--- src/tfr_ram.sv ---
// generic single write port ram with registered read
`default_nettype none
module tfr_ram #(
  parameter int unsigned WIDTH = 8,
  parameter int unsigned DEPTH = 32,
  localparam int unsigned AW = (DEPTH > 1) ? $clog2(DEPTH) : 1
) (
  input  wire logic             clk_i,
  input  wire logic             we_i,
  input  wire logic [AW-1:0]    waddr_i,
  input  wire logic [WIDTH-1:0] wdata_i,
  input  wire logic             re_i,
  input  wire logic [AW-1:0]    raddr_i,
  output logic      [WIDTH-1:0] rdata_o
);

  logic [WIDTH-1:0] mem_q [DEPTH];
  logic [WIDTH-1:0] rdata_q;

  always_ff @(posedge clk_i) begin
    if (we_i) begin
      mem_q[waddr_i] <= wdata_i;
    end
    if (re_i) begin
      rdata_q <= mem_q[raddr_i];
    end
  end

  assign rdata_o = rdata_q;

endmodule
`default_nettype wire

--- config.mk ---
export PLATFORM = sky130hd
export DESIGN_NAME = tfr_ram
export DESIGN_NICKNAME = d
export VERILOG_FILES = /design/src/tfr_ram.sv
export SDC_FILE = /design/constraint.sdc
export NUM_CORES = 1
export LEC_CHECK = 0
export BUFFER_PORTS_ARGS = -buffer_cell sky130_fd_sc_hd__buf_4
export CORE_UTILIZATION = 55
export DETAILED_ROUTE_END_ITERATION = 6
export PLACE_DENSITY = 0.78
export SYNTH_ARGS = -nofsm -noshare
export SYNTH_HDL_FRONTEND = slang
export SYNTH_SLANG_ARGS = --single-unit
--- constraint.sdc ---
create_clock -name clk_i -period 3.2 [get_ports clk_i]
set_clock_uncertainty 0.2 [all_clocks]
set_input_delay 0.32 -clock clk_i [delete_from_list [all_inputs] [get_ports clk_i]]
set_output_delay 0.32 -clock clk_i [all_outputs]
set_load 0.05 [all_outputs]
==> flow_metrics.py <==
metrics = {
    "cts": {
        "cts-buffers-inserted": 25,
        "cts_resized": 0,
        "path_clk_slew_ns": 0.06,
        "latest_clock_arrival_within_the_worst_skew_pair_ns": 0.53,
        "clock_path_buffers": 3,
        "tritoncts": "yes",
        "clock_net_sink_count": 264,
        "cts_root_buf": "clkbuf_16",
        "cts.htree.levels": 1,
    },
    "floorplan": {
        "area_of_the_core_region_um2": 18020,
        "top_level_ports": 29,
        "start_util_pct": 56.22,
        "die_area_um2": 18970,
        "die_height_um": 137.7,
        "overall_die_width_um": 137.7,
        "core.rowCount": 49,
    },
    "placement": {
        "place.gp.congestion": 0.7567,
        "io_buffer_count": 28,
        "placed_cells": 659,
        "detailedPlace.worstSlack_ns": 0.3398,
        "hpwl_um": 12180,
    },
    "yosys": {
        "yosys.cell_types.count": 14,
        "synth_seq_area_share_pct": 78.23,
        "synth.most_common_cell": "edfxtp_1",
        "syn-num-nets": 438,
        "synthTopCellsByCount": "264 x edfxtp_1, 80 x mux4_2, 33 x nor2_1",
        "synthDominantCellAreaShare_pct": 78.23,
        "netlist_area_um2": 10130,
        "most_frequently_used_flop_master_after_synthesis": "edfxtp_1",
        "cell_accounting_for_the_most_synthesized_area": "edfxtp_1",
        "edff_count_synth": 264,
        "synth_async_sr_flop_share_pct": 0,
        "syn_avg_cell_area_um2": 24.30,
        "synthTopCellsByArea": "edfxtp_1 78%, mux4_2 18%, nor2_1 1.2%",
        "synth_warnings": 0,
        "synth_seq_cells": 264,
        "syn-instance-count": 417,
    },
    "sta": {
        "hold_viol": 0,
        "maxClockFrequency_ghz": 0.4394,
        "final.period_utilization_pct": 71.12,
        "final.setup.worst_slack_ns": 0.9241,
        "timing.setup.tns_ns": 0,
        "rsz0062_at_grt": "no",
        "timing.slew.headroom_pct": 35.75,
        "setup_viol": 0,
        "actual_slew_at_the_worst_max_slew_pin_ns": 0.9602,
        "layout_min_cycle_time_ns": 2.276,
        "timing.final.max_slew_violations": 0,
    },
    "setup_path": {
        "critical_path_peak_fanout": 20,
        "critical_path_arrival_ns": 2.35,
        "setup.worst_path.start_class": "input pin",
        "worst-setup-path-type": "in2reg",
        "worstRegToRegCells": 3,
        "setup.worst_path.end_class": "register",
        "worstPathRequired_ns": 3.27,
    },
    "detailed_routing": {
        "finalWirelength_um": 20280,
        "detail_route.iter0.violations": 496,
        "drtAntennaViolNets": 0,
        "drcViolationCount": 0,
        "wl_per_cell_um": 28.73,
        "drtPass1Iterations": 4,
        "vias": 4476,
        "vias_per_cell": 6.340,
    },
    "cells_and_area": {
        "final-instance-count-excl-fill": 706,
        "design.final.nets": 479,
        "post_route_cells_drive_above_1_share_pct": 34.17,
        "antenna_cells_inserted": 0,
        "areaGrowthSynthToFinish_pct": 13.34,
    },
    "global_route": {
        "grt_first_pass_wirelength_um": 30070,
        "antenna_found_initial": 0,
        "globalRouteTotalUtil_pct": 22.99,
        "grt_start_max_net_pins": 33,
        "grt-ovfl-total": 0,
        "grt_pass1_vias": 4545,
    },
    "outcome": {
        "outcome": "complete, no violations",
    },
    "pwr": {
        "leakage_uw": 0.003587,
        "p_per_area_nw_per_um2": 639.3,
        "irDropWorstVdd_v": 0.0004105,
    },
    "min_path": {
        "min_delay_path_class": "in2reg",
        "min_delay_path_depth": 1,
    },
    "run": {
        "max_cap_violations": 0,
    },
}
-- layer usage --
metal	global-route usage (%)	part of all wire [%]
met1	35.51	43
met5	0	0
met2	35.09	48
met3	3.422	7.1
met4	5.676	1.7
-- critical path, stage by stage --
cell	delay (ns)
buf_4	0.37
buf_12	0.28
mux4_2	0.56
mux4_2	0.51
mux2_2	0.29
-- registers in the layout, summed over array words and instances (netlist names) --
signal / cells
mem_q: 256
rdata_o: 8
-- power breakdown --
group / total [µW] / switching (µW) / internal (µW) / leakage [µW]
Sequential: 3870 / 15.3 / 3860 / 0.00238
Clock: 3060 / 1220 / 1840 / 0.000424
Combinational: 406 / 234 / 172 / 0.000779
Total: 7340 / 1470 / 5870 / 0.00359
-- placed cells by master, fill, tap and decap left out --
master,instances
clkinv_1,3
dlygate4sd3_1,1
buf_4,28
mux2_2,8
clkbuf_1,4
clkinv_2,8
nand2_1,1
or3b_2,3
bufinv_16,5
mux4_2,80
nand3_1,2
inv_6,1
buf_12,5
or3_1,1
edfxtp_1,264
nor2_1,33
nand3b_1,5
clkbuf_16,25
-- through the flow --
| step | area, µm² | hold slack [ns] | total power (µW) | utilization (%) |
|---|---|---|---|---|
| after CTS | 11480 | 0.02109 | 7370 | 63.72 |
| after detailed placement | 10620 | 0.4429 | 4353 | 58.94 |
| after floorplan | 10130 | 0.2189 | 4182 | - |
| final | 11480 | 0.02944 | 7342 | 63.72 |
| after global placement | 10620 | 0.4405 | 4342 | 58.94 |
| after global routing | 11480 | 0.02749 | 7515 | 63.72 |
-- area by class of cell --
class	instances	area [µm²]
Sequential cell	264	7928
Multi-Input combinational cell	133	2100
Tap cell	229	286.5
Fill cell	1129	6540
Clock buffer	29	640.6
Clock inverter	17	210.2
Timing Repair Buffer	34	320.3
-- cells by family (layout without fill, tap and decap cells) --
| kind of cell | count (synthesis) | count (layout) | synth area share (%) |
|---|---|---|---|
| flip-flops | 264 | 264 | 78.23 |
| buffers and inverters | 20 | 80 | 1.049 |
| AND/OR/NAND/NOR | 45 | 45 | 2.050 |
| multiplexers | 88 | 88 | 18.67 |
-- repair_timing --
action	CTS	global route
buffers inserted	0	0
hold endpoints to repair	8	0
hold buffers	1	0
-- final timing paths --
path	from	endpoint	slack, ns
setup / recovery	raddr_i[0]	rdata_o[6]	0.92
hold reg to reg	mem_q[24][2]	rdata_o[2]	0.79
setup reg to reg	mem_q[22][1]	rdata_o[1]	1.05
hold / removal	wdata_i[1]	mem_q[5][1]	0.03
Note: power is estimated with default switching activity, not from simulation.
