==> config.mk <==
export PLATFORM = sky130hd
export DESIGN_NAME = tfr_ctrl
export DESIGN_NICKNAME = d
export VERILOG_FILES = /design/src/tfr_pkg.sv /design/src/tfr_ctrl.sv
export SDC_FILE = /design/constraint.sdc
export NUM_CORES = 1
export LEC_CHECK = 0
export ABC_AREA = 1
export BUFFER_PORTS_ARGS = -buffer_cell sky130_fd_sc_hd__buf_2
export CAP_MARGIN = 20
export CELL_PAD_IN_SITES_DETAIL_PLACEMENT = 0
export CELL_PAD_IN_SITES_GLOBAL_PLACEMENT = 1
export CORE_ASPECT_RATIO = 1.25
export CORE_MARGIN = 5
export CORE_UTILIZATION = 44
export DETAILED_ROUTE_END_ITERATION = 6
export GPL_TIMING_DRIVEN = 0
export PLACE_DENSITY = 0.92
export SLEW_MARGIN = 10
export SYNTH_ARGS = -nofsm -noshare
export SYNTH_HDL_FRONTEND = slang
export SYNTH_SLANG_ARGS = --single-unit
==> constraint.sdc <==
create_clock -name clk_i -period 5.3 [get_ports clk_i]
set_clock_uncertainty 0.05 [all_clocks]
set_input_delay 0.265 -clock clk_i [delete_from_list [all_inputs] [get_ports clk_i]]
set_output_delay 0.265 -clock clk_i [all_outputs]
set_load 0.005 [all_outputs]
==> src/tfr_pkg.sv <==
// shared types and constants of the token frame reassembler
`default_nettype none
package tfr_pkg;

  // default configuration
  localparam int unsigned DEF_MAX_TOKENS    = 32;
  localparam int unsigned DEF_PAYLOAD_BYTES = 32;
  localparam int unsigned DEF_TOKEN_CHARS   = 29;

  // payload header positions
  localparam logic [4:0] POS_INDEX = 5'd0;
  localparam logic [4:0] POS_TOTAL = 5'd1;
  localparam logic [4:0] POS_FRAME = 5'd2;
  localparam logic [4:0] POS_TEXT  = 5'd3;

  // input beat kind
  localparam logic MODE_PAYLOAD = 1'b0;
  localparam logic MODE_READ    = 1'b1;

  // result beat kind
  localparam logic KIND_STATUS = 1'b0;
  localparam logic KIND_READ   = 1'b1;

  typedef enum logic [1:0] {
    STAT_OK        = 2'd0,
    STAT_BAD_TOTAL = 2'd1,
    STAT_BAD_INDEX = 2'd2
  } status_e;

  typedef struct packed {
    logic       mode;
    logic       first_byte;
    logic [7:0] payload_byte;
    logic [4:0] read_token;
    logic [4:0] read_char;
  } item_t;

  // result fields handed from the control path to the output stages
  typedef struct packed {
    logic       kind;
    status_e    status;
    logic       done;
    logic [7:0] index;
    logic [5:0] count;
    logic [5:0] total;
    logic       hit;
  } res_t;

endpackage
`default_nettype wire

==> src/tfr_ctrl.sv <==
// payload parsing, frame bitmap and text store addressing
`default_nettype none
module tfr_ctrl
  import tfr_pkg::*;
#(
  parameter int unsigned MAX_TOKENS    = DEF_MAX_TOKENS,
  parameter int unsigned PAYLOAD_BYTES = DEF_PAYLOAD_BYTES,
  parameter int unsigned TOKEN_CHARS   = DEF_TOKEN_CHARS,
  localparam int unsigned DEPTH = MAX_TOKENS * TOKEN_CHARS,
  localparam int unsigned AW    = (DEPTH > 1) ? $clog2(DEPTH) : 1
) (
  input  wire logic          clk_i,
  input  wire logic          rst_ni,
  input  wire logic          accept_i,
  input  wire item_t         item_i,
  output logic               res_valid_o,
  output res_t               res_o,
  output logic               we_o,
  output logic [AW-1:0]      waddr_o,
  output logic [7:0]         wdata_o,
  output logic               re_o,
  output logic [AW-1:0]      raddr_o
);

  localparam int unsigned TW         = (MAX_TOKENS > 1) ? $clog2(MAX_TOKENS) : 1;
  localparam int unsigned CW         = $clog2(MAX_TOKENS + 1);
  localparam int unsigned TEXT_BYTES = PAYLOAD_BYTES - 3;
  localparam int unsigned READ_CHARS = (TOKEN_CHARS < TEXT_BYTES) ? TOKEN_CHARS : TEXT_BYTES;

  logic [4:0]            pos_q, pos_d;
  logic [7:0]            pidx_q, pidx_d;
  logic [7:0]            ptot_q, ptot_d;
  logic                  pok_q, pok_d;
  logic                  tend_q, tend_d;
  logic [CW-1:0]         ctot_q, ctot_d;
  logic [7:0]            cfrm_q, cfrm_d;
  logic [CW-1:0]         cnt_q, cnt_d;
  logic [MAX_TOKENS-1:0] bits_q, bits_d;

  logic          is_payload;
  logic [4:0]    pos;
  logic [4:0]    off;
  logic          last;
  status_e       st;
  logic [TW-1:0] ptok;
  logic [7:0]    rtok8;
  logic [TW-1:0] rtok;
  logic          rd_hit;
  logic [7:0]    ch;
  logic [7:0]    cnt8;
  logic [7:0]    tot8;

  assign is_payload = accept_i && (item_i.mode == MODE_PAYLOAD);
  assign ptok  = pidx_q[TW-1:0];
  assign rtok8 = 8'(item_i.read_token);
  assign rtok  = rtok8[TW-1:0];

  always_comb begin
    if (ptot_q == 8'd0 || ptot_q > 8'(MAX_TOKENS)) begin
      st = STAT_BAD_TOTAL;
    end else if (pidx_q >= ptot_q) begin
      st = STAT_BAD_INDEX;
    end else begin
      st = STAT_OK;
    end
  end

  // position of this byte within the payload
  always_comb begin
    pos = item_i.first_byte ? POS_INDEX : pos_q;
    if (6'(pos) >= 6'(PAYLOAD_BYTES)) begin
      pos = POS_INDEX;
    end
  end

  assign off  = pos - POS_TEXT;
  assign last = (6'(pos) + 6'd1) >= 6'(PAYLOAD_BYTES);
  assign ch   = (tend_q || item_i.payload_byte == 8'd0) ? 8'd0 : item_i.payload_byte;

  always_comb begin
    pos_d  = pos_q;
    pidx_d = pidx_q;
    ptot_d = ptot_q;
    pok_d  = pok_q;
    tend_d = tend_q;
    ctot_d = ctot_q;
    cfrm_d = cfrm_q;
    cnt_d  = cnt_q;
    bits_d = bits_q;
    we_o   = 1'b0;
    if (is_payload) begin
      case (pos)
        POS_INDEX: begin
          pidx_d = item_i.payload_byte;
          pok_d  = 1'b0;
        end
        POS_TOTAL: begin
          ptot_d = item_i.payload_byte;
        end
        POS_FRAME: begin
          pok_d  = (st == STAT_OK);
          tend_d = 1'b0;
          // new frame: drop what was gathered so far
          if (st == STAT_OK && (8'(ctot_q) != ptot_q || cfrm_q != item_i.payload_byte)) begin
            ctot_d = CW'(ptot_q);
            cfrm_d = item_i.payload_byte;
            cnt_d  = '0;
            bits_d = '0;
          end
        end
        default: begin
          if (ch == 8'd0) begin
            tend_d = 1'b1;
          end
          we_o = pok_q && (6'(off) < 6'(TOKEN_CHARS)) && (pidx_q < 8'(MAX_TOKENS));
        end
      endcase
      if (last) begin
        pos_d = POS_INDEX;
        if (pok_q && st == STAT_OK && pidx_q < 8'(MAX_TOKENS) && !bits_q[ptok]) begin
          bits_d[ptok] = 1'b1;
          cnt_d        = cnt_q + CW'(1);
        end
      end else begin
        pos_d = pos + 5'd1;
      end
    end
  end

  assign waddr_o = AW'(ptok) * AW'(TOKEN_CHARS) + AW'(off);
  assign wdata_o = ch;

  // read side
  assign rd_hit = (rtok8 < 8'(MAX_TOKENS)) && bits_q[rtok]
               && (6'(item_i.read_char) < 6'(READ_CHARS));
  assign re_o    = accept_i && (item_i.mode == MODE_READ) && rd_hit;
  assign raddr_o = AW'(rtok) * AW'(TOKEN_CHARS) + AW'(item_i.read_char);

  assign cnt8 = 8'(cnt_d);
  assign tot8 = 8'(ctot_d);

  always_comb begin
    res_valid_o = accept_i && ((item_i.mode == MODE_READ) || last);
    res_o.count = cnt8[5:0];
    res_o.total = tot8[5:0];
    if (item_i.mode == MODE_READ) begin
      res_o.kind   = KIND_READ;
      res_o.status = STAT_OK;
      res_o.done   = 1'b0;
      res_o.index  = 8'd0;
      res_o.hit    = rd_hit;
    end else begin
      res_o.kind   = KIND_STATUS;
      res_o.status = st;
      res_o.done   = pok_q && (st == STAT_OK) && (pidx_q < 8'(MAX_TOKENS))
                     && (cnt_d >= ctot_q);
      res_o.index  = pidx_q;
      res_o.hit    = 1'b0;
    end
  end

  always_ff @(posedge clk_i or negedge rst_ni) begin
    if (!rst_ni) begin
      pos_q  <= '0;
      pidx_q <= '0;
      ptot_q <= '0;
      pok_q  <= 1'b0;
      tend_q <= 1'b0;
      ctot_q <= '0;
      cfrm_q <= '0;
      cnt_q  <= '0;
      bits_q <= '0;
    end else begin
      pos_q  <= pos_d;
      pidx_q <= pidx_d;
      ptot_q <= ptot_d;
      pok_q  <= pok_d;
      tend_q <= tend_d;
      ctot_q <= ctot_d;
      cfrm_q <= cfrm_d;
      cnt_q  <= cnt_d;
      bits_q <= bits_d;
    end
  end

endmodule
`default_nettype wire

==> metrics.txt, run 1 <==
CP delay by family, top=adder cells; dpl cells=1052; routed length per placed instance=14.9 um; area of the multi-input gates=3620 um2; GR Layer Usage met3=0.0290; Clock Path Buffers=2; Worst-Margin Slew=0.627 ns; CTS sink cnt=75; most frequent cell on the critical path=nand2_1; Syn-to-layout area delta=16.0%; run status=finished, final reports clean; CP Launch Type=register; P per Cell Area=419 nW/um2; Row Count=48; CP Data Required Time=4.99 ns; io pins=79; worst hold-check path type=in -> reg; worst hold slack=0.261 ns; Pint=1.73 mW; Root Driver=clkbuf_16; first-pass GRT wire length=26700 um; distinct cell type count after synthesis=37; switching fraction of total power=0.414; min Tclk post-route=4.49 ns; CP Max Fanout=4; final hold violations=0; vias in the first global route=5626; Clock Latency Late Sink=0.34 ns; nature of the critical path endpoint=primary output; Global Route Usage Sum=0.204; flip-flop and latch area=1880 um2; vias per std cell=5.07; slowest library cell on the worst path=fa_1; final WL=15900 um; Non-Filler Instances=1069; Cell Area, Placed=6730 um2; fmax=223 MHz; Synth Register Bits=75; drt first pass iters=5; Seq pwr share=0.254; Die ar.=16300 um2; EDFF count, synth=0; Chip Width=115 um; ant diodes=0; Syn Std Cell Area=6090 um2; maximum vdd drop=0.335 mV; largest net degree at the start of global routing=57; final RePlAce weighted congestion=0.882; DRC=0; clock power share=0.226; number of port buffers=78; setup_tns=0 ns; Final ANT Viol Nets=0; gr busiest metal=met2; Num CTS Buffers=9; grt met2 use=0.365; Core Area=13700 um2; clock-pin slew on the worst setup and hold paths=0.06 ns; CTS H-tree lvls=3; Critical Path Max Stage Delay=0.55 ns; Post-Syn Nets=913; slew margin rel.=0.579; grt met1 use=0.245; CP cell instances=nand2_2 > inv_2 > ha_1 > inv_1 > nand2_1 > xor2_1 > ha_1 > inv_1 > fa_1 > fa_1 > inv_1 > ha_1 > a21oi_1 > nand2_1 > a21oi_1 > o21bai_1 > nand2_1 > nand2_1 > a21oi_1 > xor2_1 > buf_2; DP HPWL=12500 um; DR iter-0 viols=231; postcts setup bufs=0; initial core utilization=0.445; syn avg cell area=7.64 um2; RSZ-0062 raised after global routing=no; filler cell count=1380; critical path class=reg -> out; Setup violations, final=0; register area share after synthesis=0.308; WP buf/inv=5; grt ovf=0; fin crit share=0.847; initial antenna violation count=0; total power=2.96 mW; DIE HEIGHT=142 um; DR vias=5418; Post-Synthesis Cells=798; NetSw=1.23 mW; layout cells sized above 1=0.140; Comb power frac=0.520; Post-synth ARST share=1.00; LEAKAGE=3.74 nW; Synth warnings=0; Synth Flop Type=dfrtp_1; post-route cell area=7070 um2; CTS tree=built; max-capacitance violation count=0; Data arrival, critical path=4.18 ns; Pins Over Slew Limit=0; NumNets Final=1004
routing by layer:
| layer | vias up | share of wire |
|---|---|---|
| met2 | 162 | 0.51 |
| met5 | - | 0 |
| met4 | 0 | 0.029 |
| met1 | 2463 | 0.41 |
| met3 | 36 | 0.048 |
| li1 | 2757 | - |
logic make-up after synthesis:
kind of cell	after synthesis	synth area share
compound gates	137	0.121
xor+xnor	27	0.0388
fa+ha+maj	92	0.211
buf+inv	152	0.0986
flops	75	0.308
simple gates	315	0.223
metrics by stage:
step           setup WS [ns]  utilization
2_1_floorplan           1.47            -
3_3_place_gp            1.08        0.489
3_5_place_dp            1.09        0.492
4_1_cts                0.742        0.516
5_1_grt                0.450        0.516
6_report               0.808        0.516
power by group through the flow:
stage	registers (mW)	logic, mW	clock network (mW)
final	0.753	1.54	0.670
after global routing	0.769	1.79	0.703
after CTS	0.753	1.57	0.677
after detailed placement	0.763	1.56	0
after global placement	0.763	1.52	0
after floorplan	0.734	1.06	0
cells in the mapped netlist (all sizes together) (13+ instances only):
master / n / area (um2)
a21oi: 30 / 154
buf: 13 / 78.8
dfrtp: 75 / 1880
fa: 18 / 360
ha: 74 / 926
inv: 129 / 484
nand2: 181 / 697
nand3: 66 / 340
nor2: 59 / 263
o21ai: 86 / 430
xor2: 19 / 166
tightest hold or removal path, stage by stage:
cell	delay, ns
buf_2	0.09
inv_1	0.10
o21ai_0	0.16
sequential cells by signal, summed over array words and instances (netlist names):
| signal | count |
|---|---|
| tend_q | 1 |
| ptot_q | 8 |
| pidx_q | 8 |
| cnt_q | 6 |
| cfrm_q | 8 |
| pok_q | 1 |
| bits_q | 32 |
| ctot_q | 6 |
| pos_q | 5 |
final timing paths:
check / to / startpoint / depth (start not counted) / slack [ns]
max in group asynchronous: bits_q[9]$_DFFE_PN0P_ / rst_ni / 3 / 4.32
max reg2reg: cnt_q[2]$_DFF_PN0_ / pidx_q[0]$_DFFE_PN0P_ / 14 / 2.58
min in group asynchronous: cnt_q[5]$_DFF_PN0_ / rst_ni / 2 / 0.31
min: pidx_q[7]$_DFFE_PN0P_ / item_i[17] / 3 / 0.26
max: waddr_o[9] / pos_q[1]$_DFFE_PN0P_ / 21 / 0.81
min reg2reg: bits_q[30]$_DFFE_PN0P_ / bits_q[30]$_DFFE_PN0P_ / 2 / 0.43
layout by cell type, fill, tap and decap left out, types with 3 or more instances in the layout:
cell type  instances
nand4_1            4
nand3_1           64
fa_1              18
inv_1            125
clkbuf_16          9
clkbuf_1           8
xor2_1            19
o31ai_1            3
o22ai_1            6
a21oi_1           29
o21ai_0           78
nand2_1          176
dfrtp_1           75
buf_4              4
nor2_1            54
nor2_4             3
nand2_2            4
buf_2             86
o21ai_1            8
inv_2              4
xnor2_1            8
ha_1              74
o21a_1             4
cell type report:
cell class,count,share of cell area
multi-input cells,571,0.512
flip-flops and latches,75,0.265
inverters,131,0.0696
repair buffers,80,0.0609
clock buffers,9,0.0319
well taps,175,0.0310
plain buffers,21,0.0154
clock inverters,7,0.0143
repair_timing:
action | in CTS | in global routing
hold buffers | 1 | 0
endpoints found under the hold margin | 19 | 0
gates resized for setup | 0 | 0
No activity file was read; power rests on OpenSTA's default activity.
==> run 2: changes to the inputs <==
--- a/config.mk
+++ b/config.mk
@@ -12,10 +12,10 @@
 export CELL_PAD_IN_SITES_GLOBAL_PLACEMENT = 1
 export CORE_ASPECT_RATIO = 1.25
 export CORE_MARGIN = 5
-export CORE_UTILIZATION = 44
+export CORE_UTILIZATION = 39
 export DETAILED_ROUTE_END_ITERATION = 6
 export GPL_TIMING_DRIVEN = 0
-export PLACE_DENSITY = 0.92
+export PLACE_DENSITY = 0.87
 export SLEW_MARGIN = 10
 export SYNTH_ARGS = -nofsm -noshare
 export SYNTH_HDL_FRONTEND = slang
==> constraint.sdc (replaced) <==
create_clock -name clk_i -period 3.7 [get_ports clk_i]
set_clock_uncertainty 0.05 [all_clocks]
set_input_delay 0.185 -clock clk_i [delete_from_list [all_inputs] [get_ports clk_i]]
set_output_delay 0.185 -clock clk_i [all_outputs]
set_load 0.005 [all_outputs]
==> metrics.txt, run 2 (synthesized netlist as in run 1, its figures left out) <==
Setup violations, final=6 (+6); CTS sink cnt=75 (unchanged); Seq pwr share=0.208 (-0.046); CP Data Required Time=3.46 ns (-1.53 ns); routed length per placed instance=15.5 um (+4.3%); most frequent cells in the layout=nand2_1, inv_1, buf_2; final hold violations=0 (unchanged); CP Max Fanout=3 (-1); drt first pass iters=5 (unchanged); fmax=246 MHz; Clock Latency Late Sink=0.35 ns (about the same); Comb power frac=0.608 (+0.088); flip-flop and latch area=1880 um2 (+0.33%); Non-Filler Instances=1165 (+9.0%); Final ANT Viol Nets=0 (unchanged); max FFs per register=32 (unchanged); slew margin rel.=0.631 (+0.0524); nature of the critical path endpoint=primary output; Clock Path Buffers=2 (unchanged); LEAKAGE=4.03 nW (+7.7%); DP HPWL=12900 um (+2.9%); initial core utilization=0.395 (-0.0504); final RePlAce weighted congestion=0.832 (-5.6%); DRC=0 (unchanged); initial antenna violation count=0 (unchanged); clock-pin slew on the worst setup and hold paths=0.06 ns (about the same); final WL=18100 um (+14%); Row Count=51 (+6.3%); vias per std cell=5.01 (-1.1%); Core Area=15400 um2 (+13%); Chip Width=122 um (+5.7%); NumNets Final=1063 (+5.9%); filler cell count=1493 (+8.2%); Data arrival, critical path=3.83 ns (-0.35 ns); max-capacitance violation count=0 (unchanged); largest net degree at the start of global routing=53 (-7.0%); dpl cells=1089 (+3.5%); grt ovf=0 (unchanged); Die ar.=18200 um2 (+12%); ant diodes=0 (unchanged); NetSw=2.13 mW (+73%); layout cells sized above 1=0.255 (+0.115); critical path class=reg -> out; DR iter-0 viols=269 (+16%); DIE HEIGHT=150 um (+5.8%); Syn-to-layout area delta=29.4%; RSZ-0062 raised after global routing=yes; io pins=79 (unchanged); failing checks=setup timing; DR vias=5837 (+7.7%); CTS H-tree lvls=3 (unchanged); CTS tree=built; total power=5.15 mW (+74%); first-pass GRT wire length=28500 um (+6.7%); final worst-path setup slack=-0.367 ns (-1.17 ns); run status=finished, violations left; worst hold-check path type=in -> reg; clock power share=0.183 (-0.043); Pins Over Slew Limit=0 (unchanged); Worst-Margin Slew=0.549 ns (-0.0780 ns); switching fraction of total power=0.413 (-0.00174); P per Cell Area=654 nW/um2 (+56%); area of the multi-input gates=3890 um2 (+7.6%); Num CTS Buffers=9 (unchanged); Global Route Usage Sum=0.198 (-0.00595); most common cell after layout, fill and taps aside=nand2_1; Top reg by flops=bits_q; Pint=3.03 mW (+74%); Root Driver=clkbuf_16; vias in the first global route=5754 (+2.3%); min Tclk post-route=4.07 ns; maximum vdd drop=0.552 mV (+65%); fin crit share=1.10; CP Launch Type=register; number of port buffers=78 (unchanged)
[run 2: what timing repair did]
| action | CTS | global route |
|---|---|---|
| buffers inserted | 48 | 16 |
| hold buffers | 1 | 0 |
| cloned | 0 | 0 |
| gates resized for setup | 44 | 41 |
| hold endpoints to repair | 23 | 0 |
| pin swaps | 31 | 35 |
| setup endpoints to repair | 9 | 10 |
[run 2: final timing paths]
| kind | from | end | slack (ns) | depth (start not counted) |
|---|---|---|---|---|
| max | pos_q[1]$_DFFE_PN0P_ | waddr_o[9] | -0.37 | 21 |
| min | item_i[17] | ptot_q[7]$_DFFE_PN0P_ | 0.18 | 3 |
| max reg2reg | pidx_q[0]$_DFFE_PN0P_ | cnt_q[0]$_DFF_PN0_ | 0.63 | 24 |
| min reg2reg | bits_q[30]$_DFFE_PN0P_ | bits_q[30]$_DFFE_PN0P_ | 0.43 | 2 |
| max in group asynchronous | rst_ni | pidx_q[4]$_DFFE_PN0P_ | 2.76 | 3 |
| min in group asynchronous | rst_ni | cfrm_q[0]$_DFFE_PN0P_ | 0.24 | 2 |
[run 2: metal layers]
layer	GRT usage	up-vias	wire [um]
met4	0.0779	0	545
met1	0.231	2743	7160
li1	-	2867	-
met3	0.0318	40	1050
met2	0.360	187	9290
met5	0	-	0
[run 2: area by class of cell]
cell class / count / area share
Buffer: 21 / 0.0163
Inverter: 131 / 0.0633
Clock buffer: 10 / 0.0290
Sequential cell: 75 / 0.239
Clock inverter: 6 / 0.0113
Timing Repair Buffer: 139 / 0.114
Multi-Input combinational cell: 571 / 0.494
Tap cell: 212 / 0.0336
[run 2: critical path: stages (launching register included)]
cell	delay, ns
dfrtp_1	0.39
nand2_2	0.08
inv_2	0.05
ha_4	0.15
inv_2	0.05
nand2_2	0.06
xor2_2	0.16
ha_1	0.30
inv_2	0.04
fa_1	0.46
fa_1	0.51
inv_2	0.05
ha_4	0.22
a21oi_2	0.13
nand2_2	0.08
a21oi_2	0.13
o21bai_1	0.09
nand2_1	0.09
nand2_2	0.06
a21oi_2	0.13
xor2_1	0.13
buf_2	0.13
[run 2: power by group through the flow]
stage	Sequential (mW)	Combinational (mW)	Clock, mW
CTS	1.08	2.79	0.958
detailed placement	1.10	2.29	0
global placement	1.09	2.24	0
global route	1.09	3.52	0.994
finish	1.07	3.14	0.945
floorplan	1.05	1.57	0
[run 2: stage by stage]
stage	TNS (ns)	hold slack (ns)	setup WS (ns)	area, um2	util
global route	-2.21	0.201	-0.545	7880	0.511
global placement	-0.798	0.414	-0.281	6760	0.438
detailed placement	-0.959	0.0682	-0.312	6790	0.440
floorplan	0	-0.161	0.0280	6110	-
CTS	-0.947	0.183	-0.368	7650	0.496
finish	-1.20	0.182	-0.367	7880	0.511
