===== src/tfr_pkg.sv =====
// shared types and constants of the token frame reassembler
`default_nettype none
package tfr_pkg;

  // default configuration
  localparam int unsigned DEF_MAX_TOKENS    = 32;
  localparam int unsigned DEF_PAYLOAD_BYTES = 32;
  localparam int unsigned DEF_TOKEN_CHARS   = 29;

  // payload header positions
  localparam logic [4:0] POS_INDEX = 5'd0;
  localparam logic [4:0] POS_TOTAL = 5'd1;
  localparam logic [4:0] POS_FRAME = 5'd2;
  localparam logic [4:0] POS_TEXT  = 5'd3;

  // input beat kind
  localparam logic MODE_PAYLOAD = 1'b0;
  localparam logic MODE_READ    = 1'b1;

  // result beat kind
  localparam logic KIND_STATUS = 1'b0;
  localparam logic KIND_READ   = 1'b1;

  typedef enum logic [1:0] {
    STAT_OK        = 2'd0,
    STAT_BAD_TOTAL = 2'd1,
    STAT_BAD_INDEX = 2'd2
  } status_e;

  typedef struct packed {
    logic       mode;
    logic       first_byte;
    logic [7:0] payload_byte;
    logic [4:0] read_token;
    logic [4:0] read_char;
  } item_t;

  // result fields handed from the control path to the output stages
  typedef struct packed {
    logic       kind;
    status_e    status;
    logic       done;
    logic [7:0] index;
    logic [5:0] count;
    logic [5:0] total;
    logic       hit;
  } res_t;

endpackage
`default_nettype wire


===== src/tfr_out.sv =====
// result stage and output register with backpressure
`default_nettype none
module tfr_out
  import tfr_pkg::*;
(
  input  wire logic       clk_i,
  input  wire logic       rst_ni,
  input  wire logic       accept_i,
  input  wire logic       res_valid_i,
  input  wire res_t       res_i,
  input  wire logic [7:0] rdata_i,
  output logic            in_ready_o,
  output logic            out_valid_o,
  input  wire logic       out_ready_i,
  output res_t            out_res_o,
  output logic [7:0]      out_value_o
);

  logic       s1_valid_q;
  res_t       s1_q;
  logic       o_valid_q;
  res_t       o_q;
  logic [7:0] o_value_q;
  logic       s1_move;

  assign s1_move    = s1_valid_q && (!o_valid_q || out_ready_i);
  assign in_ready_o = !s1_valid_q || s1_move;

  always_ff @(posedge clk_i or negedge rst_ni) begin
    if (!rst_ni) begin
      s1_valid_q <= 1'b0;
      o_valid_q  <= 1'b0;
    end else begin
      if (accept_i && res_valid_i) begin
        s1_valid_q <= 1'b1;
      end else if (s1_move) begin
        s1_valid_q <= 1'b0;
      end
      if (s1_move) begin
        o_valid_q <= 1'b1;
      end else if (out_ready_i) begin
        o_valid_q <= 1'b0;
      end
    end
  end

  // ram read data lines up with the s1 stage
  always_ff @(posedge clk_i) begin
    if (accept_i && res_valid_i) begin
      s1_q <= res_i;
    end
    if (s1_move) begin
      o_q       <= s1_q;
      o_value_q <= s1_q.hit ? rdata_i : 8'd0;
    end
  end

  assign out_valid_o = o_valid_q;
  assign out_res_o   = o_q;
  assign out_value_o = o_value_q;

endmodule
`default_nettype wire

===== config.mk =====
export PLATFORM = sky130hd
export DESIGN_NAME = tfr_out
export DESIGN_NICKNAME = d
export VERILOG_FILES = /design/src/tfr_pkg.sv /design/src/tfr_out.sv
export SDC_FILE = /design/constraint.sdc
export NUM_CORES = 1
export LEC_CHECK = 0
export ABC_AREA = 1
export CORE_MARGIN = 1.5
export CORE_UTILIZATION = 64
export CTS_BUF_LIST = sky130_fd_sc_hd__clkbuf_4
export DETAILED_ROUTE_END_ITERATION = 10
export DONT_BUFFER_PORTS = 1
export PLACE_DENSITY = 0.83
export SLEW_MARGIN = 20
export SYNTH_ARGS = -nofsm -noshare
export SYNTH_HDL_FRONTEND = slang
export SYNTH_SLANG_ARGS = --single-unit

===== constraint.sdc =====
create_clock -name clk_i -period 3 [get_ports clk_i]
set_input_delay 0.6 -clock clk_i [delete_from_list [all_inputs] [get_ports clk_i]]
set_output_delay 0.6 -clock clk_i [all_outputs]
set_load 0.02 [all_outputs]

==> run_results.csv, run 1 <==
group,metric,value,unit
outcome,status,"finished clean",
clocking,numCtsBuffers,9,
floorplan,start_util,68.1,%
synthesis,ys_ff_latch,60,
layout,finalNetCount,136,
worst_setup_path,cp.depth,1,
place,place_inst,117,
worst_setup_path,max_stage_delay,0.55,ns
detailed_routing,remaining_drc_errors,0,
worst_setup_path,path_buf_inv,0,
place,place_ws,1.29,ns
sta,finalCritPeriodShare,60.5,%
sta,setup_violations,0,
floorplan,die_w,57.4,microns
floorplan,core_area,2780,sq um
grt,grt_max_degree,26,
clocking,cts.path.max_buffers,2,
synthesis,ys_types,7,
power_and_ir_drop,ir_worst_vdd,0.000610,V
power_and_ir_drop,p_per_area,762,nW/um^2
place,port-buffer-count,0,
detailed_routing,drt-wirelength-per-cell,18.8,microns
synthesis,yosysSeqAreaShare,94.6,%
grt,grt-ovfl-total,0,
min_path,hp-class,"input port to flip-flop",
worst_setup_path,reg2reg_depth,2,
detailed_routing,via_per_inst,5.49,
place,gp_congestion,0.737,
worst_setup_path,timing.rr.end,"out_res_o[14]$_DFFE_PP_",
sta,timing.fmax,551,MHz
synthesis,synth_top_area_share,92.0,%
sta,rsz0062_at_grt,"false",
detailed_routing,initialDrtViolationCount,32,
sta,skew,0.00416,ns
worst_setup_path,cp_cell_sequence,"nand3_1",
synthesis,synthArstFlopShare,3.33,%
clocking,clkSlewWorstSetupHoldPaths,0.09,ns
clocking,clock_latency,0.37,ns
sta,worstMarginPinSlew,0.870,ns
worst_setup_path,setup.worst_path.end,"in_ready_o",
clocking,htreeDepth,3,
synthesis,synth_edf_count,58,
synthesis,netlist_area,1890,sq um
clocking,tritoncts,"yes",
synthesis,synthFlopType,"edfxtp_1",
synthesis,synth_fp_nets,124,
synthesis,synth.area.top_cells,"edfxtp_1 92%, dfrtp_1 2.6%, nand2_1 2.4%, inv_1 2.2%, a21oi_1 0.26%",
floorplan,dieHeight,57.4,microns
layout,diodes,0,
sta,slew_headroom,42.0,%
grt,track_usage,16.6,%
worst_setup_path,path_max_fanout,4,
detailed_routing,firstDrtPassIters,2,
sta,fin_ws,1.19,ns
power_and_ir_drop,cellLeakagePower,0.762,nW
synthesis,yosysWarnings,0,
sta,fin_tns_setup,0,ns
worst_setup_path,start_kind,"flip-flop",
clocking,ctsResizeCount,0,
detailed_routing,ant_nets,0,
layout,n_fill_cell,153,
grt,grt_pass1_wl,3480,microns
sta,slew_viol_final,0,
layout,final_cells,133,
detailed_routing,vias,730,
worst_setup_path,cp_top_family,"flip-flops",
synthesis,synth.most_common_cell,"edfxtp_1",
detailed_routing,routed_wl,2500,microns
worst_setup_path,cp.arrival,1.21,ns
synthesis,syn_inst,86,
worst_setup_path,required,2.40,ns
synthesis,yosysTopAreaCell,"edfxtp_1",
grt,grt_pass1_vias,712,
layout,drive_gt1_share,15.7,%
synthesis,yosys-top-cells-count,"58 x edfxtp_1, 12 x nand2_1, 11 x inv_1",
floorplan,io_pins,73,
flow_run,max_cap_violations,0,
sta,period_needed,1.81,ns
worst_setup_path,end_kind,"output pin",
worst_setup_path,worstSetupStartpoint,"out_valid_o$_DFFE_PN0P_",
clocking,cts.sinks,60,
clocking,cts-root-buf,"clkbuf_4",
worst_setup_path,rr_startpoint,"out_valid_o$_DFFE_PN0P_",
layout,syn_to_final_growth,9.85,%
sta,hold_viol_final,0,
floorplan,rows,19,
worst_setup_path,crit_slowest_cell,"dfrtp_1",
floorplan,die-area,3290,sq um
grt,antenna_found_initial,0,
worst_setup_path,crit_type,"flip-flop to output pin",
worst_setup_path,rrSetupSlack,1.44,ns
synthesis,synth.avg_cell_area,22.0,sq um
cell usage in the layout (no fill, tap or decap), drive strengths merged:
| master | count |
|---|---|
| dlygate4sd3 | 1 |
| nand3 | 1 |
| edfxtp | 58 |
| inv | 11 |
| bufinv | 1 |
| clkinvlp | 1 |
| clkinv | 4 |
| clkbuf | 9 |
| a21oi | 1 |
| buf | 1 |
| nand2 | 12 |
| dfrtp | 2 |
worst min-delay path by stage:
stage	from	to	slack, ns	cells past startpoint
after global placement	rst_ni	out_valid_o$_DFFE_PN0P_	0.30	0
after global routing	res_i[10]	s1_q[10]$_DFFE_PP_	0.28	0
after detailed placement	rst_ni	out_valid_o$_DFFE_PN0P_	0.30	0
after CTS	res_i[10]	s1_q[10]$_DFFE_PP_	0.29	0
final	res_i[10]	s1_q[10]$_DFFE_PP_	0.31	0
after floorplan	rst_ni	out_valid_o$_DFFE_PN0P_	0.30	0
metrics by stage:
| step | hold WS (ns) | total power, mW | utilization [%] | area, sq um |
|---|---|---|---|---|
| 5_1_grt | 0.281 | 1.63 | 74.8 | 2080 |
| 2_1_floorplan | 0.304 | 1.08 | - | 1890 |
| 6_report | 0.315 | 1.58 | 74.8 | 2080 |
| 3_3_place_gp | 0.304 | 1.10 | 70.0 | 1950 |
| 4_1_cts | 0.285 | 1.60 | 74.8 | 2080 |
| 3_5_place_dp | 0.304 | 1.10 | 70.0 | 1950 |
logic make-up (layout without fill, tap and decap cells):
| family | Yosys count | count (layout) | synth area share (%) |
|---|---|---|---|
| AND/OR/NAND/NOR | 13 | 13 | 2.64 |
| flip-flops | 60 | 60 | 94.6 |
| buffers and inverters | 12 | 28 | 2.45 |
| AO/OA/AOI/OAI | 1 | 1 | 0.264 |
power by group:
part	switching [mW]	internal, mW
clock	0.260	0.243
combinational	0.0273	0.00709
sequential	0.0589	0.988
total	0.346	1.24
worst reg2reg max path, stage by stage, from the launching register on:
cell,delay [ns]
dfrtp_1,0.51
a21oi_4,0.38
buf_4,0.35
flip-flops by register name, indices dropped and copies added, names as in the netlist:
signal       flops
out_res_o       25
out_valid_o      1
s1_valid_q       1
s1_q            25
out_value_o      8
cell type report:
cell class / count / area [sq um] / area share (%)
clock buffer: 9 / 67.6 / 3.25
clock inverter: 6 / 56.3 / 2.71
inverter: 11 / 41.3 / 1.99
multi-input combinational: 14 / 66.3 / 3.19
sequential: 60 / 1790 / 86.2
tap: 31 / 38.8 / 1.87
timing repair buffer: 2 / 17.5 / 0.842
metal layers:
metal	up-vias	track usage, %	wire, microns
met2	49	28.7	1420
li1	336	-	-
met3	5	9.75	227
met1	340	14.4	796
met5	-	0	0
met4	0	9.97	54
what timing repair did:
action | CTS | global route
hold buffers | 1 | 0
setup buffers | 0 | 0
endpoints found under the hold margin | 2 | 0
(Power assumes the default switching activity.)
==> run 2, diff against run 1 <==
- ABC_AREA: 1 -> 0
- clock period: 3 -> 1.7 ns (I/O delays scaled with it)
==> run 2 against run 1 <==
Clock skew rose by 0.0033 ns. Die area fell by 0.68%. Core utilization rose by 3.5 points. Clock power rose to 2.7 times the previous value. Register-to-register slack got worse by 1.0 ns. Via count fell by 4.7%. Critical path type unchanged. Largest cell class unchanged. Highest routed layer unchanged.
==> run_results.csv, run 2 <==
group,metric,value,unit
outcome,status,"finished clean",
floorplan,core_area,2780,sq um
min_path,whs_endpoint,"s1_q[20]$_DFFE_PP_",
min_path,min_path_cells,0,
layout,final_cell_mix,"58 x edfxtp_1, 11 x clkbuf_4, 8 x and2_1",
flow_run,max_cap_violations,0,
synthesis,yosysTopAreaCell,"edfxtp_1",
clocking,cts.hold.buffers_added,1,
floorplan,start_util,67.6,%
layout,n_fill_cell,136,
sta,skew,0.00745,ns
floorplan,dieHeight,57.2,microns
clocking,ctsResizeCount,0,
sta,hold_ws,0.0531,ns
layout,syn_to_final_growth,15.8,%
clocking,clkSlewWorstSetupHoldPaths,0.09,ns
detailed_routing,drt-wirelength-per-cell,17.8,microns
power_and_ir_drop,p_per_area,1510,nW/um^2
sta,setup_violations,0,
sta,rsz0062_at_grt,"false",
grt,grt_max_degree,34,
worst_setup_path,reg2reg_depth,3,
grt,grt_pass1_vias,643,
detailed_routing,initialDrtViolationCount,15,
sta,hold_viol_final,0,
clocking,post_cts_buffers,0,
detailed_routing,via_per_inst,5.57,
clocking,tritoncts,"yes",
clocking,cts-root-buf,"clkbuf_4",
place,hpwl,1470,microns
place,place_inst,108,
synthesis,synth.avg_cell_area,25.1,sq um
grt,antenna_found_initial,0,
synthesis,ys_types,7,
synthesis,synth.area.top_cells,"edfxtp_1 93%, and2_1 3.0%, dfrtp_1 2.7%, nand2b_1 0.67%, nand2_1 0.40%",
synthesis,yosysSeqAreaShare,95.3,%
worst_setup_path,cp_top_family,"flip-flops",
synthesis,synthArstFlopShare,3.33,%
synthesis,synthFlopType,"edfxtp_1",
min_path,hp-class,"input port to flip-flop",
sta,period_needed,1.47,ns
layout,final_common_cell,"edfxtp_1",
sta,fin_tns_setup,0,ns
place,port-buffer-count,0,
synthesis,yosys-top-cells-count,"58 x edfxtp_1, 9 x and2_1, 2 x dfrtp_1, 2 x nand2_1, 2 x nand2b_1",
layout,finalNetCount,127,
clocking,clock_latency,0.37,ns
worst_setup_path,cp.arrival,1.13,ns
worst_setup_path,max_stage_delay,0.49,ns
power_and_ir_drop,ir_worst_vdd,0.00144,V
floorplan,rows,19,
synthesis,synth_fp_nets,113,
clocking,numCtsBuffers,9,
floorplan,io_pins,73,
grt,grt_pass1_wl,3170,microns
power_and_ir_drop,cellLeakagePower,0.747,nW
power_and_ir_drop,total_power,3.28,mW
detailed_routing,vias,696,
detailed_routing,firstDrtPassIters,4,
layout,diodes,0,
detailed_routing,routed_wl,2230,microns
synthesis,yosysWarnings,0,
worst_setup_path,start_kind,"flip-flop",
place,gp_congestion,0.647,
worst_setup_path,cp_cell_sequence,"nand3b_1",
sta,worstMarginPinSlew,0.269,ns
synthesis,ys_ff_latch,60,
worst_setup_path,crit_slowest_cell,"dfrtp_1",
worst_setup_path,timing.rr.end,"out_value_o[1]$_SDFFCE_PN0P_",
layout,drive_gt1_share,19.1,%
layout,final_cells,125,
worst_setup_path,path_buf_inv,0,
detailed_routing,ant_nets,0,
floorplan,die-area,3270,sq um
clocking,cts.path.max_buffers,2,
synthesis,synth_edf_count,58,
synthesis,synth_top_area_share,92.7,%
worst_setup_path,rr_startpoint,"out_valid_o$_DFFE_PN0P_",
detailed_routing,remaining_drc_errors,0,
synthesis,synth.most_common_cell,"edfxtp_1",
worst_setup_path,rrSetupSlack,0.43,ns
sta,finalCritPeriodShare,86.5,%
sta,timing.fmax,680,MHz
worst_setup_path,path_max_fanout,3,
synthesis,netlist_area,1880,sq um
min_path,min-delay-start,"res_i[20]",
sta,slew_viol_final,0,
synthesis,syn_inst,75,
clocking,htreeDepth,3,
sta,slew_headroom,82.0,%
grt,track_usage,15.1,%
floorplan,die_w,57.2,microns
layout,utilization,78.2,%
worst_setup_path,required,1.36,ns
clocking,cts.sinks,60,
grt,grt-ovfl-total,0,
worst_setup_path,end_kind,"output pin",
worst_setup_path,crit_type,"flip-flop to output pin",
run 2: layer usage:
layer / up-vias / global-route usage (%) / routed length [microns]
met4: 0 / 9.97 / 32
met2: 56 / 23.8 / 1200
met1: 316 / 14.2 / 764
met3: 6 / 9.75 / 223
met5: - / 0 / 0
li1: 318 / - / -
run 2: final cells by class:
class	count	area, sq um	area share (%)
sequential	60	1790	82.3
clock inverter	5	124	5.69
multi-input combinational	14	85.1	3.91
clock buffer	11	82.6	3.80
timing repair buffer	3	50.0	2.30
tap	31	38.8	1.78
inverter	1	3.75	0.173
run 2: logic make-up (layout without fill, tap and decap cells):
family / Yosys count / after routing / synth area share, %
buffers and inverters: 1 / 20 / 0.200
and+or+nand+nor: 14 / 14 / 4.46
DFF: 60 / 60 / 95.3
run 2: power breakdown:
group | leakage (nW) | switching (mW) | internal, mW
sequential | 0.570 | 0.0968 | 1.74
combinational | 0.0691 | 0.0427 | 0.0241
clock | 0.109 | 0.452 | 0.923
run 2: worst max path at each step:
| stage | start | to | slack [ns] | cells after the start |
|---|---|---|---|---|
| detailed placement | out_valid_o$_DFFE_PN0P_ | out_res_o[14]$_DFFE_PP_ | 0.45 | 3 |
| floorplan | out_valid_o$_DFFE_PN0P_ | out_res_o[0]$_DFFE_PP_ | 0.26 | 2 |
| global route | out_valid_o$_DFFE_PN0P_ | in_ready_o | 0.15 | 1 |
| finish | out_valid_o$_DFFE_PN0P_ | in_ready_o | 0.23 | 1 |
| global placement | out_valid_o$_DFFE_PN0P_ | out_res_o[24]$_DFFE_PP_ | 0.46 | 3 |
| CTS | out_valid_o$_DFFE_PN0P_ | in_ready_o | 0.20 | 1 |
run 2: metrics by stage:
step | cell area [sq um] | worst slack [ns]
after floorplan | 1880 | 0.259
after global placement | 1960 | 0.464
after detailed placement | 1960 | 0.446
after CTS | 2180 | 0.202
after global routing | 2180 | 0.151
final | 2180 | 0.230
==> run 3, diff against run 2 <==
- CELL_PAD_IN_SITES_DETAIL_PLACEMENT: not set -> 2
- CELL_PAD_IN_SITES_GLOBAL_PLACEMENT: not set -> 2
- CORE_UTILIZATION: 64 -> 46
==> run 3 against run 2 <==
Sequential cell count did not move. Fmax down 4.5%. Via count up 5.6%. Count of clock-buffer cells in the layout increased by 1. Highest routed layer unchanged. Cell count up 17%.
==> run_results.csv, run 3 (synthesized netlist as in run 2, its figures left out) <==
group,metric,value,unit
outcome,status,"finished clean",
flow_run,max_cap_violations,0,
sta,rsz0062_at_grt,"false",
worst_setup_path,cp.arrival,1.20,ns
clocking,numCtsBuffers,9,
clocking,clkSlewWorstSetupHoldPaths,0.11,ns
floorplan,start_util,47.3,%
grt,grt_pass1_vias,831,
floorplan,die_w,66.9,microns
worst_setup_path,required,1.36,ns
layout,diodes,0,
sta,finalCritPeriodShare,90.5,%
detailed_routing,via_per_inst,5.03,
power_and_ir_drop,p_per_area,1490,nW/um^2
detailed_routing,firstDrtPassIters,4,
layout,drive_gt1_share,21.9,%
clocking,cts.sinks,60,
sta,worstMarginPinSlew,0.316,ns
place,place_area,1970,sq um
sta,skew,0.0128,ns
clocking,htreeDepth,3,
power_and_ir_drop,cellLeakagePower,0.740,nW
floorplan,rows,23,
layout,finalNetCount,129,
detailed_routing,routed_wl,4180,microns
floorplan,die-area,4480,sq um
power_and_ir_drop,switchingPower,0.679,mW
place,hpwl,2480,microns
grt,grt_pass1_wl,5750,microns
place,place_ws,0.314,ns
layout,fin_area,2170,sq um
floorplan,dieHeight,66.9,microns
layout,n_fill_cell,309,
detailed_routing,initialDrtViolationCount,28,
power_and_ir_drop,clock_power_share,40.4,%
place,gp_congestion,0.610,
sta,setup_violations,0,
place,place_inst,129,
sta,period_needed,1.54,ns
grt,track_usage,20.6,%
clocking,post_cts_buffers,0,
sta,hold_viol_final,0,
power_and_ir_drop,switching_share,21.0,%
worst_setup_path,end_kind,"output pin",
floorplan,io_pins,73,
sta,timing.fmax,650,MHz
worst_setup_path,crit_slowest_cell,"dfrtp_1",
layout,final_common_cell,"edfxtp_1",
worst_setup_path,start_kind,"flip-flop",
worst_setup_path,cp_cell_sequence,"nand3b_1",
clocking,cts.path.max_buffers,2,
layout,final_cell_mix,"58 x edfxtp_1, 12 x clkbuf_4, 8 x and2_1",
clocking,clock_latency,0.37,ns
detailed_routing,drt-wirelength-per-cell,28.6,microns
detailed_routing,remaining_drc_errors,0,
grt,antenna_found_initial,0,
power_and_ir_drop,internal_power,2.56,mW
detailed_routing,ant_nets,0,
worst_setup_path,path_buf_inv,0,
min_path,hp-class,"input port to flip-flop",
sta,slew_headroom,78.8,%
detailed_routing,vias,735,
layout,syn_to_final_growth,15.5,%
grt,grt-ovfl-total,0,
clocking,ctsResizeCount,0,
power_and_ir_drop,ir_worst_vdd,0.00102,V
worst_setup_path,max_stage_delay,0.52,ns
place,port-buffer-count,0,
clocking,cts-root-buf,"clkbuf_4",
worst_setup_path,cp_top_family,"flip-flops",
power_and_ir_drop,power.share.sequential,57.3,%
grt,grt_max_degree,23,
sta,fin_ws,0.161,ns
clocking,tritoncts,"yes",
sta,slew_viol_final,0,
worst_setup_path,crit_type,"flip-flop to output pin",
layout,final_cells,146,
worst_setup_path,path_max_fanout,3,
power_and_ir_drop,pwr-share-comb,2.2,%
sta,fin_tns_setup,0,ns
floorplan,core_area,3970,sq um
-- run 3: cell count changes in the layout (fill, tap and decap cells not counted) --
cell        previous run  this run
clkinv_1               1         0
bufinv_16              4         3
clkbuf_4              11        12
clkinvlp_4             0         1
buf_4                  0         4
buf_12                 2         0
-- run 3: path summary, 6_finish.rpt --
kind	slack, ns	cells past startpoint	from	end
min in group asynchronous	0.20	1	rst_ni	out_valid_o$_DFFE_PN0P_
min reg2reg	0.42	0	s1_q[9]$_DFFE_PP_	out_res_o[9]$_DFFE_PP_
min	0.05	0	res_i[12]	s1_q[12]$_DFFE_PP_
max reg2reg	0.26	3	out_valid_o$_DFFE_PN0P_	out_value_o[5]$_SDFFCE_PN0P_
max in group asynchronous	1.37	1	rst_ni	s1_valid_q$_DFFE_PN0P_
max	0.16	1	out_valid_o$_DFFE_PN0P_	in_ready_o
-- run 3: final cells by class --
class / instances / area (sq um) / area share (%)
flip-flops and latches: 60 / 1790 / 82.5
clock buffers: 12 / 90.1 / 4.15
well taps: 50 / 62.6 / 2.88
inverters: 1 / 3.75 / 0.173
clock inverters: 4 / 97.6 / 4.50
multi-input cells: 14 / 85.1 / 3.92
repair buffers: 5 / 40.0 / 1.84
-- run 3: power groups by stage --
stage	combinational, mW	sequential, mW	clock (mW)
6_report	0.0718	1.86	1.31
5_1_grt	0.0783	1.87	1.40
4_1_cts	0.0727	1.86	1.34
3_5_place_dp	0.0657	1.89	0
3_3_place_gp	0.0599	1.87	0
2_1_floorplan	0.0412	1.86	0
-- run 3: repair_timing --
action | 4_1_cts | 5_1_grt
hold buffers | 1 | 0
hold endpoints to repair | 2 | 0
endpoints found under the setup margin | 0 | 0
-- run 3: routing by layer --
| metal | part of all wire, % | global-route usage (%) | up-vias |
|---|---|---|---|
| met3 | 11 | 9.97 | 4 |
| li1 | - | - | 321 |
| met1 | 39 | 23.9 | 355 |
| met5 | 0 | 0 | - |
| met2 | 50 | 33.3 | 55 |
| met4 | 0.72 | 7.65 | 0 |
-- run 3: metrics by stage --
step	hold WS, ns	util, %	power (mW)
floorplan	0.0444	-	1.90
global placement	0.0445	49.7	1.93
detailed placement	0.0445	49.7	1.95
CTS	0.0315	54.7	3.28
global route	0.0174	54.7	3.35
finish	0.0550	54.7	3.24
